--- src/rtl/near_plane_polygon_clip_defines.svh ---
// Assertion macros for the near-plane polygon clipper
`ifndef NEAR_PLANE_POLYGON_CLIP_DEFINES_SVH
`define NEAR_PLANE_POLYGON_CLIP_DEFINES_SVH
`ifndef SYNTHESIS
`define NPC_ASSERT_IMPLY(label, clk, rst, cond, expr) \
   label: assert property (@(posedge clk) disable iff (rst) (cond) |-> (expr)) \
      else $error("assertion failed");
`define NPC_ASSERT_NEXT(label, clk, rst, cond, expr) \
   label: assert property (@(posedge clk) disable iff (rst) (cond) |=> (expr)) \
      else $error("assertion failed");
`else
`define NPC_ASSERT_IMPLY(label, clk, rst, cond, expr)
`define NPC_ASSERT_NEXT(label, clk, rst, cond, expr)
`endif
`endif

--- src/rtl/npc_pkg.sv ---
// Types and constants shared by the near-plane clipper
`default_nettype none
package npc_pkg;
   localparam int unsigned COORD_W = 32;
   localparam int unsigned NEAR_W = 31;
   localparam int unsigned FRAC_BITS = 30;
   localparam logic [NEAR_W-1:0] NEAR_RESET = 31'd524288;

   typedef struct packed {
      logic signed [COORD_W-1:0] pos_x;
      logic signed [COORD_W-1:0] pos_y;
      logic signed [COORD_W-1:0] pos_z;
      logic signed [COORD_W-1:0] tex_u;
      logic signed [COORD_W-1:0] tex_v;
      logic                      last_vertex;
   } req_type;

   typedef struct packed {
      logic signed [COORD_W-1:0] out_x;
      logic signed [COORD_W-1:0] out_y;
      logic signed [COORD_W-1:0] out_z;
      logic signed [COORD_W-1:0] out_u;
      logic signed [COORD_W-1:0] out_v;
      logic                      last_of_polygon;
      logic                      polygon_empty;
   } rsp_type;

   // controller to datapath
   typedef struct packed {
      logic store_wr;      // write request into store
      logic load_pair;     // read entries cur and prev into work regs
      logic div_start;     // start fraction divide
      logic lerp_step;     // advance interpolation one phase (multiply or add)
      logic emit_cross;    // load output reg with intersection
      logic emit_vert;     // load output reg with current vertex
      logic emit_empty;    // load output reg with empty marker
      logic set_last;      // mark loaded result as last
   } cmd_type;

   // datapath to controller
   typedef struct packed {
      logic cur_in;
      logic prev_in;
      logic div_done;
      logic lerp_done;
      logic req_in;        // incoming vertex lies inside
   } sts_type;
endpackage
`default_nettype wire

--- src/rtl/npc_stream_if.sv ---
// Valid/ready channel carrying one payload
`default_nettype none
interface npc_stream_if #(parameter type payload_type = logic);
   logic        valid;
   logic        ready;
   payload_type payload;
   modport source (output valid, output payload, input ready);
   modport sink (input valid, input payload, output ready);
endinterface
`default_nettype wire

--- src/rtl/npc_datapath.sv ---
// Vertex store, fraction divider, interpolator and output register
`default_nettype none
module npc_datapath #(
   parameter int unsigned MaxVertices = 8,
   parameter int unsigned IdxW = 3
) (
   input  wire logic                          clock,
   input  wire logic                          reset,
   input  wire npc_pkg::cmd_type              cmd,
   output npc_pkg::sts_type                   sts,
   input  wire npc_pkg::req_type              req_data,
   input  wire logic [IdxW-1:0]               wr_idx,
   input  wire logic [IdxW-1:0]               cur_idx,
   input  wire logic [IdxW-1:0]               prev_idx,
   input  wire logic [npc_pkg::NEAR_W-1:0]    near_z,
   output npc_pkg::rsp_type                   rsp_data
);
   localparam int unsigned CW = npc_pkg::COORD_W;

   // vertex store: x,y,z,u,v per entry
   logic [5*CW-1:0] mem [MaxVertices];
   logic [5*CW-1:0] cur_ff, prev_ff;

   always_ff @(posedge clock) begin
      if (cmd.store_wr) begin
         mem[wr_idx] <= {req_data.pos_x, req_data.pos_y, req_data.pos_z,
                         req_data.tex_u, req_data.tex_v};
      end
      if (cmd.load_pair) begin
         cur_ff  <= mem[cur_idx];
         prev_ff <= mem[prev_idx];
      end
   end

   // signed inside tests against the near plane
   logic signed [CW-1:0] cur_z, prev_z;
   logic signed [CW:0]   near_s;
   assign cur_z  = cur_ff[2*CW +: CW];
   assign prev_z = prev_ff[2*CW +: CW];
   assign near_s = {2'b00, near_z};
   assign sts.cur_in  = $signed({cur_z[CW-1], cur_z}) >= near_s;
   assign sts.prev_in = $signed({prev_z[CW-1], prev_z}) >= near_s;
   assign sts.req_in  = $signed({req_data.pos_z[CW-1], req_data.pos_z}) >= near_s;

   // inside / outside selection
   logic [5*CW-1:0] in_v, out_v;
   assign in_v  = sts.cur_in ? cur_ff : prev_ff;
   assign out_v = sts.cur_in ? prev_ff : cur_ff;

   // restoring divider: f = floor(a * 2^30 / d), one quotient bit a cycle
   localparam int unsigned DW = CW + 2;
   localparam int unsigned QB = npc_pkg::FRAC_BITS;
   logic [DW-1:0] rem_ff, rem_in, den_ff, trial;
   logic [QB-1:0] quo_ff, quo_in;
   logic [5:0]    dcnt_ff, dcnt_in;
   logic          dbusy_ff, dbusy_in;
   logic signed [DW-1:0] a_w, d_w;
   assign a_w = DW'(signed'(in_v[2*CW +: CW])) - DW'(near_z);
   assign d_w = DW'(signed'(in_v[2*CW +: CW])) - DW'(signed'(out_v[2*CW +: CW]));
   assign trial = {rem_ff[DW-2:0], 1'b0} - den_ff;

   always_comb begin
      rem_in = rem_ff; quo_in = quo_ff; dcnt_in = dcnt_ff; dbusy_in = dbusy_ff;
      if (cmd.div_start) begin
         rem_in = (a_w > 0 && d_w > 0) ? a_w : '0;
         quo_in = '0; dcnt_in = 6'(QB); dbusy_in = 1'b1;
      end else if (dbusy_ff) begin
         if (!trial[DW-1]) begin
            rem_in = trial; quo_in = {quo_ff[QB-2:0], 1'b1};
         end else begin
            rem_in = {rem_ff[DW-2:0], 1'b0}; quo_in = {quo_ff[QB-2:0], 1'b0};
         end
         dcnt_in = dcnt_ff - 6'd1;
         dbusy_in = dcnt_ff != 6'd1;
      end
   end
   always_ff @(posedge clock) begin
      if (reset) begin
         dbusy_ff <= 1'b0; dcnt_ff <= '0;
      end else begin
         dbusy_ff <= dbusy_in; dcnt_ff <= dcnt_in;
      end
      rem_ff <= rem_in; quo_ff <= quo_in;
      if (cmd.div_start) den_ff <= d_w;
   end
   assign sts.div_done = !dbusy_ff;

   // interpolation: each coordinate takes a multiply phase, then an add phase
   logic [2:0] lsel_ff, lsel_in;
   logic       lph_ff, lph_in;
   logic signed [63:0] prod_ff;
   logic signed [CW-1:0] lres_ff [4];
   logic signed [CW-1:0] lin, lout;
   logic signed [CW:0]   delta;
   logic signed [63:0]   qv;
   logic signed [CW+1:0] sumv;
   logic signed [CW-1:0] satv;
   always_comb begin
      unique case (lsel_ff)
         3'd0: begin lin = in_v[4*CW +: CW]; lout = out_v[4*CW +: CW]; end
         3'd1: begin lin = in_v[3*CW +: CW]; lout = out_v[3*CW +: CW]; end
         3'd2: begin lin = in_v[CW +: CW];   lout = out_v[CW +: CW];   end
         default: begin lin = in_v[0 +: CW]; lout = out_v[0 +: CW];   end
      endcase
      delta = {lout[CW-1], lout} - {lin[CW-1], lin};
      qv    = prod_ff >>> QB;
      sumv  = {{2{lin[CW-1]}}, lin} + (CW+2)'(qv);
      if (sumv > (CW+2)'(64'sh7FFFFFFF))       satv = 32'sh7FFFFFFF;
      else if (sumv < -(CW+2)'(64'sh80000000)) satv = 32'sh80000000;
      else satv = sumv[CW-1:0];
   end
   always_comb begin
      lsel_in = lsel_ff; lph_in = lph_ff;
      if (cmd.div_start) begin
         lsel_in = '0; lph_in = 1'b0;
      end else if (cmd.lerp_step) begin
         lph_in = !lph_ff;
         if (lph_ff) lsel_in = lsel_ff + 3'd1;
      end
   end
   always_ff @(posedge clock) begin
      if (reset) begin
         lsel_ff <= '0; lph_ff <= 1'b0;
      end else begin
         lsel_ff <= lsel_in; lph_ff <= lph_in;
      end
      if (cmd.lerp_step && !lph_ff)
         prod_ff <= $signed({1'b0, quo_ff}) * delta;
      if (cmd.lerp_step && lph_ff)
         lres_ff[lsel_ff[1:0]] <= satv;
   end
   assign sts.lerp_done = lsel_ff == 3'd4;

   // output register
   npc_pkg::rsp_type rsp_ff;
   always_ff @(posedge clock) begin
      if (cmd.emit_cross) begin
         rsp_ff <= '{lres_ff[0], lres_ff[1], CW'(near_z), lres_ff[2], lres_ff[3],
                     cmd.set_last, 1'b0};
      end else if (cmd.emit_vert) begin
         rsp_ff <= '{cur_ff[4*CW +: CW], cur_ff[3*CW +: CW], cur_ff[2*CW +: CW],
                     cur_ff[CW +: CW], cur_ff[0 +: CW], cmd.set_last, 1'b0};
      end else if (cmd.emit_empty) begin
         rsp_ff <= '{'0, '0, '0, '0, '0, 1'b1, 1'b1};
      end
   end
   assign rsp_data = rsp_ff;
endmodule
`default_nettype wire

--- src/rtl/npc_control.sv ---
// Sequencer that loads vertices and walks the clip loop
`default_nettype none
module npc_control #(
   parameter int unsigned MaxVertices = 8,
   parameter int unsigned IdxW = 3
) (
   input  wire logic            clock,
   input  wire logic            reset,
   input  wire logic            req_valid,
   output logic                 req_ready,
   input  wire logic            req_last,
   output logic                 rsp_valid,
   input  wire logic            rsp_ready,
   input  wire npc_pkg::sts_type sts,
   output npc_pkg::cmd_type     cmd,
   output logic [IdxW-1:0]      wr_idx,
   output logic [IdxW-1:0]      cur_idx,
   output logic [IdxW-1:0]      prev_idx
);
   typedef enum logic [7:0] {
      ST_LOAD  = 8'b0000_0001,
      ST_READ  = 8'b0000_0010,
      ST_TEST  = 8'b0000_0100,
      ST_DIV   = 8'b0000_1000,
      ST_LERP  = 8'b0001_0000,
      ST_XOUT  = 8'b0010_0000,
      ST_VOUT  = 8'b0100_0000,
      ST_EOUT  = 8'b1000_0000
   } state_type;

   localparam int unsigned CntW = IdxW + 1;
   state_type      state_ff, state_in;
   logic [CntW-1:0] cnt_ff, cnt_in, n_ff, n_in, i_ff, i_in;
   // one past the index of the last stored inside vertex, zero if none
   logic [CntW-1:0] lin_ff, lin_in;
   logic            any_ff, any_in, rv_ff, rv_in;
   logic            accept, last_i, emit_now;

   assign accept = req_valid && req_ready;
   assign req_ready = state_ff == ST_LOAD;
   assign wr_idx = cnt_ff[IdxW-1:0];
   assign cur_idx = i_ff[IdxW-1:0];
   assign prev_idx = (i_ff == '0) ? IdxW'(n_ff - 1'b1) : IdxW'(i_ff - 1'b1);
   assign last_i = i_ff == n_ff - 1'b1;
   assign rsp_valid = rv_ff;
   assign emit_now = !rv_ff || rsp_ready;

   always_comb begin
      state_in = state_ff; cnt_in = cnt_ff; n_in = n_ff; i_in = i_ff;
      lin_in = lin_ff;
      any_in = any_ff; rv_in = rv_ff && !rsp_ready;
      cmd = '0;
      unique case (state_ff)
         ST_LOAD: begin
            if (accept) begin
               if (cnt_ff < CntW'(MaxVertices)) begin
                  cmd.store_wr = 1'b1; cnt_in = cnt_ff + 1'b1;
                  if (sts.req_in) lin_in = cnt_in;
                  else if (cnt_ff == '0) lin_in = '0;
               end
               if (req_last) begin
                  n_in = cnt_in; i_in = '0; any_in = 1'b0;
                  state_in = ST_READ;
               end
            end
         end
         ST_READ: begin
            cmd.load_pair = 1'b1; state_in = ST_TEST;
         end
         ST_TEST: begin
            if (sts.cur_in != sts.prev_in) begin
               cmd.div_start = 1'b1; state_in = ST_DIV;
            end else if (sts.cur_in) state_in = ST_VOUT;
            else if (!last_i) begin
               i_in = i_ff + 1'b1; state_in = ST_READ;
            end else if (any_ff) begin
               cnt_in = '0; state_in = ST_LOAD;
            end else state_in = ST_EOUT;
         end
         ST_DIV: if (sts.div_done) state_in = ST_LERP;
         ST_LERP: begin
            if (sts.lerp_done) state_in = ST_XOUT;
            else cmd.lerp_step = 1'b1;
         end
         ST_XOUT: if (emit_now) begin
            cmd.emit_cross = 1'b1; rv_in = 1'b1; any_in = 1'b1;
            // leaving crossing is last when no inside vertex follows
            cmd.set_last = !sts.cur_in && lin_ff <= i_ff + 1'b1;
            if (sts.cur_in) state_in = ST_VOUT;
            else if (!last_i) begin
               i_in = i_ff + 1'b1; state_in = ST_READ;
            end else begin
               cnt_in = '0; state_in = ST_LOAD;
            end
         end
         ST_VOUT: if (emit_now) begin
            cmd.emit_vert = 1'b1; rv_in = 1'b1; any_in = 1'b1;
            cmd.set_last = last_i;
            if (!last_i) begin
               i_in = i_ff + 1'b1; state_in = ST_READ;
            end else begin
               cnt_in = '0; state_in = ST_LOAD;
            end
         end
         ST_EOUT: if (emit_now) begin
            cmd.emit_empty = 1'b1; rv_in = 1'b1;
            cnt_in = '0; state_in = ST_LOAD;
         end
         default: state_in = ST_LOAD;
      endcase
   end

   always_ff @(posedge clock) begin
      if (reset) begin
         state_ff <= ST_LOAD; cnt_ff <= '0; n_ff <= '0; i_ff <= '0;
         lin_ff <= '0; any_ff <= 1'b0; rv_ff <= 1'b0;
      end else begin
         state_ff <= state_in; cnt_ff <= cnt_in; n_ff <= n_in; i_ff <= i_in;
         lin_ff <= lin_in; any_ff <= any_in; rv_ff <= rv_in;
      end
   end
endmodule
`default_nettype wire

--- src/rtl/near_plane_polygon_clip.sv ---
// Near-plane polygon clipper: vertices transfer in one per cycle while the block
// is loading; after the last vertex each edge is read and tested, a crossing edge
// adds a divide, an interpolation and an emit, and an inside vertex adds an emit;
// an empty polygon adds its marker. A stalled result holds the loop.
// No input is taken while a polygon is being clipped.
// Synchronous active-high reset clears control state and sets near to 524288 (raw).
`default_nettype none
`include "near_plane_polygon_clip_defines.svh"
module near_plane_polygon_clip #(
   parameter int unsigned MAX_VERTICES = 8
) (
   input  wire logic                       clock,
   input  wire logic                       reset,
   npc_stream_if.sink                      req,
   npc_stream_if.source                    rsp,
   input  wire logic                       csr_we,
   input  wire logic [npc_pkg::NEAR_W-1:0] csr_wdata
);
   localparam int unsigned IdxW = $clog2(MAX_VERTICES);

   // near plane register
   logic [npc_pkg::NEAR_W-1:0] near_ff;
   always_ff @(posedge clock) begin
      if (reset) near_ff <= npc_pkg::NEAR_RESET;
      else if (csr_we) near_ff <= csr_wdata;
   end

   npc_pkg::cmd_type cmd;
   npc_pkg::sts_type sts;
   npc_pkg::req_type req_data;
   npc_pkg::rsp_type rsp_data;
   logic [IdxW-1:0] wr_idx, cur_idx, prev_idx;
   assign req_data = req.payload;
   assign rsp.payload = rsp_data;

   npc_control #(.MaxVertices(MAX_VERTICES), .IdxW(IdxW)) u_ctl (
      .clock, .reset, .req_valid(req.valid), .req_ready(req.ready),
      .req_last(req_data.last_vertex), .rsp_valid(rsp.valid),
      .rsp_ready(rsp.ready), .sts, .cmd, .wr_idx, .cur_idx, .prev_idx);

   npc_datapath #(.MaxVertices(MAX_VERTICES), .IdxW(IdxW)) u_dp (
      .clock, .reset, .cmd, .sts, .req_data, .wr_idx, .cur_idx, .prev_idx,
      .near_z(near_ff), .rsp_data);

   `NPC_ASSERT_IMPLY(a_emit_one, clock, reset, 1'b1,
      $countones({cmd.emit_cross, cmd.emit_vert, cmd.emit_empty}) <= 1)
   `NPC_ASSERT_IMPLY(a_no_overrun, clock, reset, rsp.valid && !rsp.ready,
      !(cmd.emit_cross || cmd.emit_vert || cmd.emit_empty))
   `NPC_ASSERT_NEXT(a_empty_last, clock, reset, cmd.emit_empty,
      rsp.payload.last_of_polygon && rsp.valid)
endmodule
`default_nettype wire
--- src/flat_wrapper.sv ---
// flat-port wrapper written by rule: the top's interface ports become plain ports
module near_plane_polygon_clip_flat 
#(
   parameter int unsigned MAX_VERTICES = 8
)
  (clock, reset, csr_we, csr_wdata, req_valid, req_payload, req_ready, rsp_valid, rsp_payload, rsp_ready);
  npc_stream_if req_i ();
  npc_stream_if rsp_i ();
  input  wire logic clock;
  input  wire logic reset;
  input  wire logic csr_we;
  input  wire logic [npc_pkg::NEAR_W-1:0] csr_wdata;
  input wire logic [$bits(req_i.valid)-1:0] req_valid;
  input wire logic [$bits(req_i.payload)-1:0] req_payload;
  output wire logic [$bits(req_i.ready)-1:0] req_ready;
  output wire logic [$bits(rsp_i.valid)-1:0] rsp_valid;
  output wire logic [$bits(rsp_i.payload)-1:0] rsp_payload;
  input wire logic [$bits(rsp_i.ready)-1:0] rsp_ready;
  assign req_i.valid = req_valid;
  assign req_i.payload = req_payload;
  assign req_ready = req_i.ready;
  assign rsp_valid = rsp_i.valid;
  assign rsp_payload = rsp_i.payload;
  assign rsp_i.ready = rsp_ready;
  near_plane_polygon_clip #(.MAX_VERTICES(MAX_VERTICES)) u_core (.clock(clock), .reset(reset), .req(req_i), .rsp(rsp_i), .csr_we(csr_we), .csr_wdata(csr_wdata));
endmodule
--- config.mk ---
export PLATFORM = sky130hd
export DESIGN_NAME = near_plane_polygon_clip_flat
export DESIGN_NICKNAME = d
export VERILOG_FILES = /design/src/rtl/npc_pkg.sv /design/src/rtl/npc_stream_if.sv /design/src/rtl/npc_datapath.sv /design/src/rtl/npc_control.sv /design/src/rtl/near_plane_polygon_clip.sv /design/src/flat_wrapper.sv
export VERILOG_INCLUDE_DIRS = /design/src /design/src/rtl
export SDC_FILE = /design/constraint.sdc
export NUM_CORES = 1
export LEC_CHECK = 0
export BUFFER_PORTS_ARGS = -buffer_cell sky130_fd_sc_hd__buf_2
export CAP_MARGIN = 30
export CELL_PAD_IN_SITES_DETAIL_PLACEMENT = 0
export CELL_PAD_IN_SITES_GLOBAL_PLACEMENT = 1
export CORE_MARGIN = 1.5
export CORE_UTILIZATION = 43
export DETAILED_ROUTE_END_ITERATION = 7
export PLACE_DENSITY_LB_ADDON = 0.1
export SETUP_SLACK_MARGIN = 0.3
export SYNTH_ARGS = -nofsm -noshare
export SYNTH_HDL_FRONTEND = slang
export SYNTH_SLANG_ARGS = --single-unit
--- constraint.sdc ---
create_clock -name clock -period 2.65 [get_ports clock]
set_input_delay 0.1325 -clock clock [delete_from_list [all_inputs] [get_ports clock]]
set_output_delay 0.1325 -clock clock [all_outputs]
set_load 0.05 [all_outputs]
==> impl_metrics.ini <==
[placement]
port_buffers = 39
dp.cells = 354
dpl.hpwl_um = 3440
preCtsSetupSlack_ns = 0.543
gp_congestion = 0.763

[route]
remaining_drc_errors = 0
vias_per_cell = 5.24
first_iter_violations = 110
finalWirelength_um = 4810
vias = 1896
antenna_left = 0
wire_per_inst_um = 13.3
dr.pass1.iters = 4

[floorplanning]
ios = 40
die_y_um = 78.4
coreArea_um2 = 5510
die_x_um = 78.4
die_area_um2 = 6150
fp-row-count = 27
start_util_pct = 44.4

[layout]
layout.nets = 329
area_growth_pct = 12.3
n_antenna_cell = 0
layout.cells.non_filler = 362
drive_gt1_share_pct = 21.0

[sta]
setup_ws_ns = 0.537
finalSetupViolations = 0
worst_slew_pin_slew_ns = 0.891
grt_setup_unrepaired = no
clock.fmax_mhz = 473
finalCritPeriodShare_pct = 79.7
clock_skew_ns = 0.00377
maxSlewHeadroom_pct = 40.6
fin_crit_ns = 2.11
final_max_slew_viol_count = 0
fin_tns_setup_ns = 0
finalHoldViolCount = 0
whs_ns = 0.0457

[worst_setup_path]
cp_cell_sequence = nand2b_1 > and2b_2 > a211oi_2 > or4b_1 > o211ai_2
r2r_slack_ns = 0.54
worst_setup_path_start_kind = register
reg2reg_from = u_core.u_ctl.state_ff[6]
path_class = register to register
required_ns = 2.88
endpoint = u_core.u_ctl.cnt_ff[0]
cp.arrival_ns = 2.35
cpPeakStageDelay_ns = 0.60
path_max_fanout = 11
crit_path_end_kind = register
regToRegEndpoint = u_core.u_ctl.cnt_ff[0]
r2r_cells = 5
crit_path_start = u_core.u_ctl.state_ff[6]
slowest_stage = dfxtp_1

[yosys]
synth_commonest_cells = dfxtp_1 (51), nor2_1 (42), mux2i_1 (33), a21oi_1 (10), nand2_1 (10)
synthArstFlopShare_pct = 0
syn_area_um2 = 2450
synth-seq-area-share_pct = 41.7
ys.flop_type = dfxtp_1
ys_warn_count = 0
synth_area_leaders = dfxtp_1 (42%), mux2i_1 (13%), nor2_1 (6.4%)
synth.most_common_cell = dfxtp_1
synth_edf_count = 0
synth_seq_cells = 51
yosys.area.top_type = dfxtp_1
avgSynthCellArea_um2 = 9.49
yosysUniqueCellTypes = 52
synth_cells = 258
syn_nets = 298
netlist.area_leader.share_pct = 41.7

[pwr]
vdd_drop_max_mv = 0.315
power.internal_w = 0.00114
power_frac_comb_pct = 13.6
power.density_nw_per_um2 = 557
p_switching_w = 0.000385
seqPwrFrac_pct = 54.8
power_leakage_nw = 1.17
swShare_pct = 25.2
clkPwrFrac_pct = 31.7

[global_routing]
grt_pass1_vias = 1760
groute.usage.overall_pct = 16.8
antenna_found_initial = 0
grt_first_pass_wirelength_um = 8250
overflow = 0
grt_max_degree = 48

[min_path]
hp-class = input pin to register

[clock_network]
hold_buffers = 0
cts.path.max_buffers = 2
cts_buffers = 5
htreeDepth = 2
cts-root-buf = clkbuf_8
clock-sinks = 51
clock_latency_ns = 0.30
cts.clk_slew.worst_paths_ns = 0.09
post_cts_buffers = 0
cts_tree = yes

[run]
cap_violations = 0

[run_status]
status = finished, final reports clean
## power by group through the flow
stage,Combinational (W),Sequential [W],Clock (W)
floorplan,0.000158,0.000845,0
global route,0.000234,0.000844,0.000542
finish,0.000208,0.000838,0.000484
global placement,0.000207,0.000855,0
detailed placement,0.000208,0.000856,0
CTS,0.000209,0.000838,0.000507
## cell usage in the layout, fill, tap and decap left out, types with 2 or more instances in the layout
cell type / instances
xor2_1: 2
and2_1: 3
mux2i_1: 33
nor2b_1: 2
a32o_1: 2
and2b_2: 3
dfxtp_1: 51
o211ai_1: 4
nor3_1: 5
clkbuf_8: 7
buf_2: 39
ha_1: 3
nor2_1: 42
a21oi_1: 10
nor4_1: 8
xor2_2: 2
and4_1: 3
xnor2_1: 5
and3_1: 4
nand2_1: 10
nand4_1: 4
inv_1: 7
a41oi_1: 2
nand2b_1: 4
nor3_2: 2
a211oi_1: 3
nand3_1: 6
## metrics by stage
step                utilization [%]  area (um2)  total power [W]
finish                         49.9        2750          0.00153
global route                   49.9        2750          0.00162
CTS                            49.8        2740          0.00155
detailed placement             48.0        2640          0.00106
global placement               48.0        2640          0.00106
floorplan                         -        2450          0.00100
## what timing repair did
| action | 4_1_cts | 5_1_grt |
|---|---|---|
| setup endpoints to repair | 0 | 2 |
| resized for setup | 0 | 1 |
| hold endpoints to repair | 0 | 0 |
## logic make-up after synthesis
| family | share of synthesized area, % |
|---|---|
| and+or+nand+nor | 23.6 |
| DFF | 41.7 |
| muxes | 14.0 |
| AOI/OAI and AO/OA | 9.61 |
| buffers and inverters | 4.75 |
| xor gates and xnor gates | 4.81 |
| adders and majority gates | 1.53 |
## registers in the layout, indices dropped and copies added (netlist names)
name,count
u_core.u_ctl.state_ff,5
u_core.u_ctl.i_ff,4
u_core.u_ctl.rsp_valid,1
u_core.u_dp.rsp_data,1
u_core.u_ctl.cnt_ff,4
u_core.u_ctl.n_ff,4
u_core.near_ff,31
u_core.u_ctl.any_ff,1
## worst max-delay path: cells and delay by family, from the launching register on
| kind | cells | cell delay, ns |
|---|---|---|
| AOI/OAI and AO/OA | 2 | 0.51 |
| DFF | 1 | 0.60 |
| and+or+nand+nor | 3 | 0.94 |
## layer usage
| metal | up-vias | wire (um) | GRT usage (%) |
|---|---|---|---|
| li1 | 986 | - | - |
| met5 | - | 0 | 0 |
| met2 | 28 | 2170 | 26.0 |
| met1 | 877 | 2410 | 22.5 |
| met3 | 5 | 189 | 4.30 |
| met4 | 0 | 44 | 5.89 |
## worst min-delay path by stage
stage             startpoint                  to  slack, ns  cells past startpoint
2_1_floorplan  csr_wdata[19]  u_core.near_ff[19]       0.26                      2
5_1_grt        csr_wdata[19]  u_core.near_ff[19]       0.03                      3
3_3_place_gp   csr_wdata[19]  u_core.near_ff[19]       0.35                      3
3_5_place_dp   csr_wdata[19]  u_core.near_ff[19]       0.35                      3
4_1_cts        csr_wdata[19]  u_core.near_ff[19]       0.04                      3
6_report       csr_wdata[19]  u_core.near_ff[19]       0.05                      3
## layout make-up
type	count	area [um2]
Timing Repair Buffer	39	195
Tap cell	72	90.1
Fill cell	546	2760
Clock buffer	8	100
Sequential cell	51	1020
Multi-Input combinational cell	185	1320
Inverter	7	26.3
No activity file was read; power rests on OpenSTA's default activity.
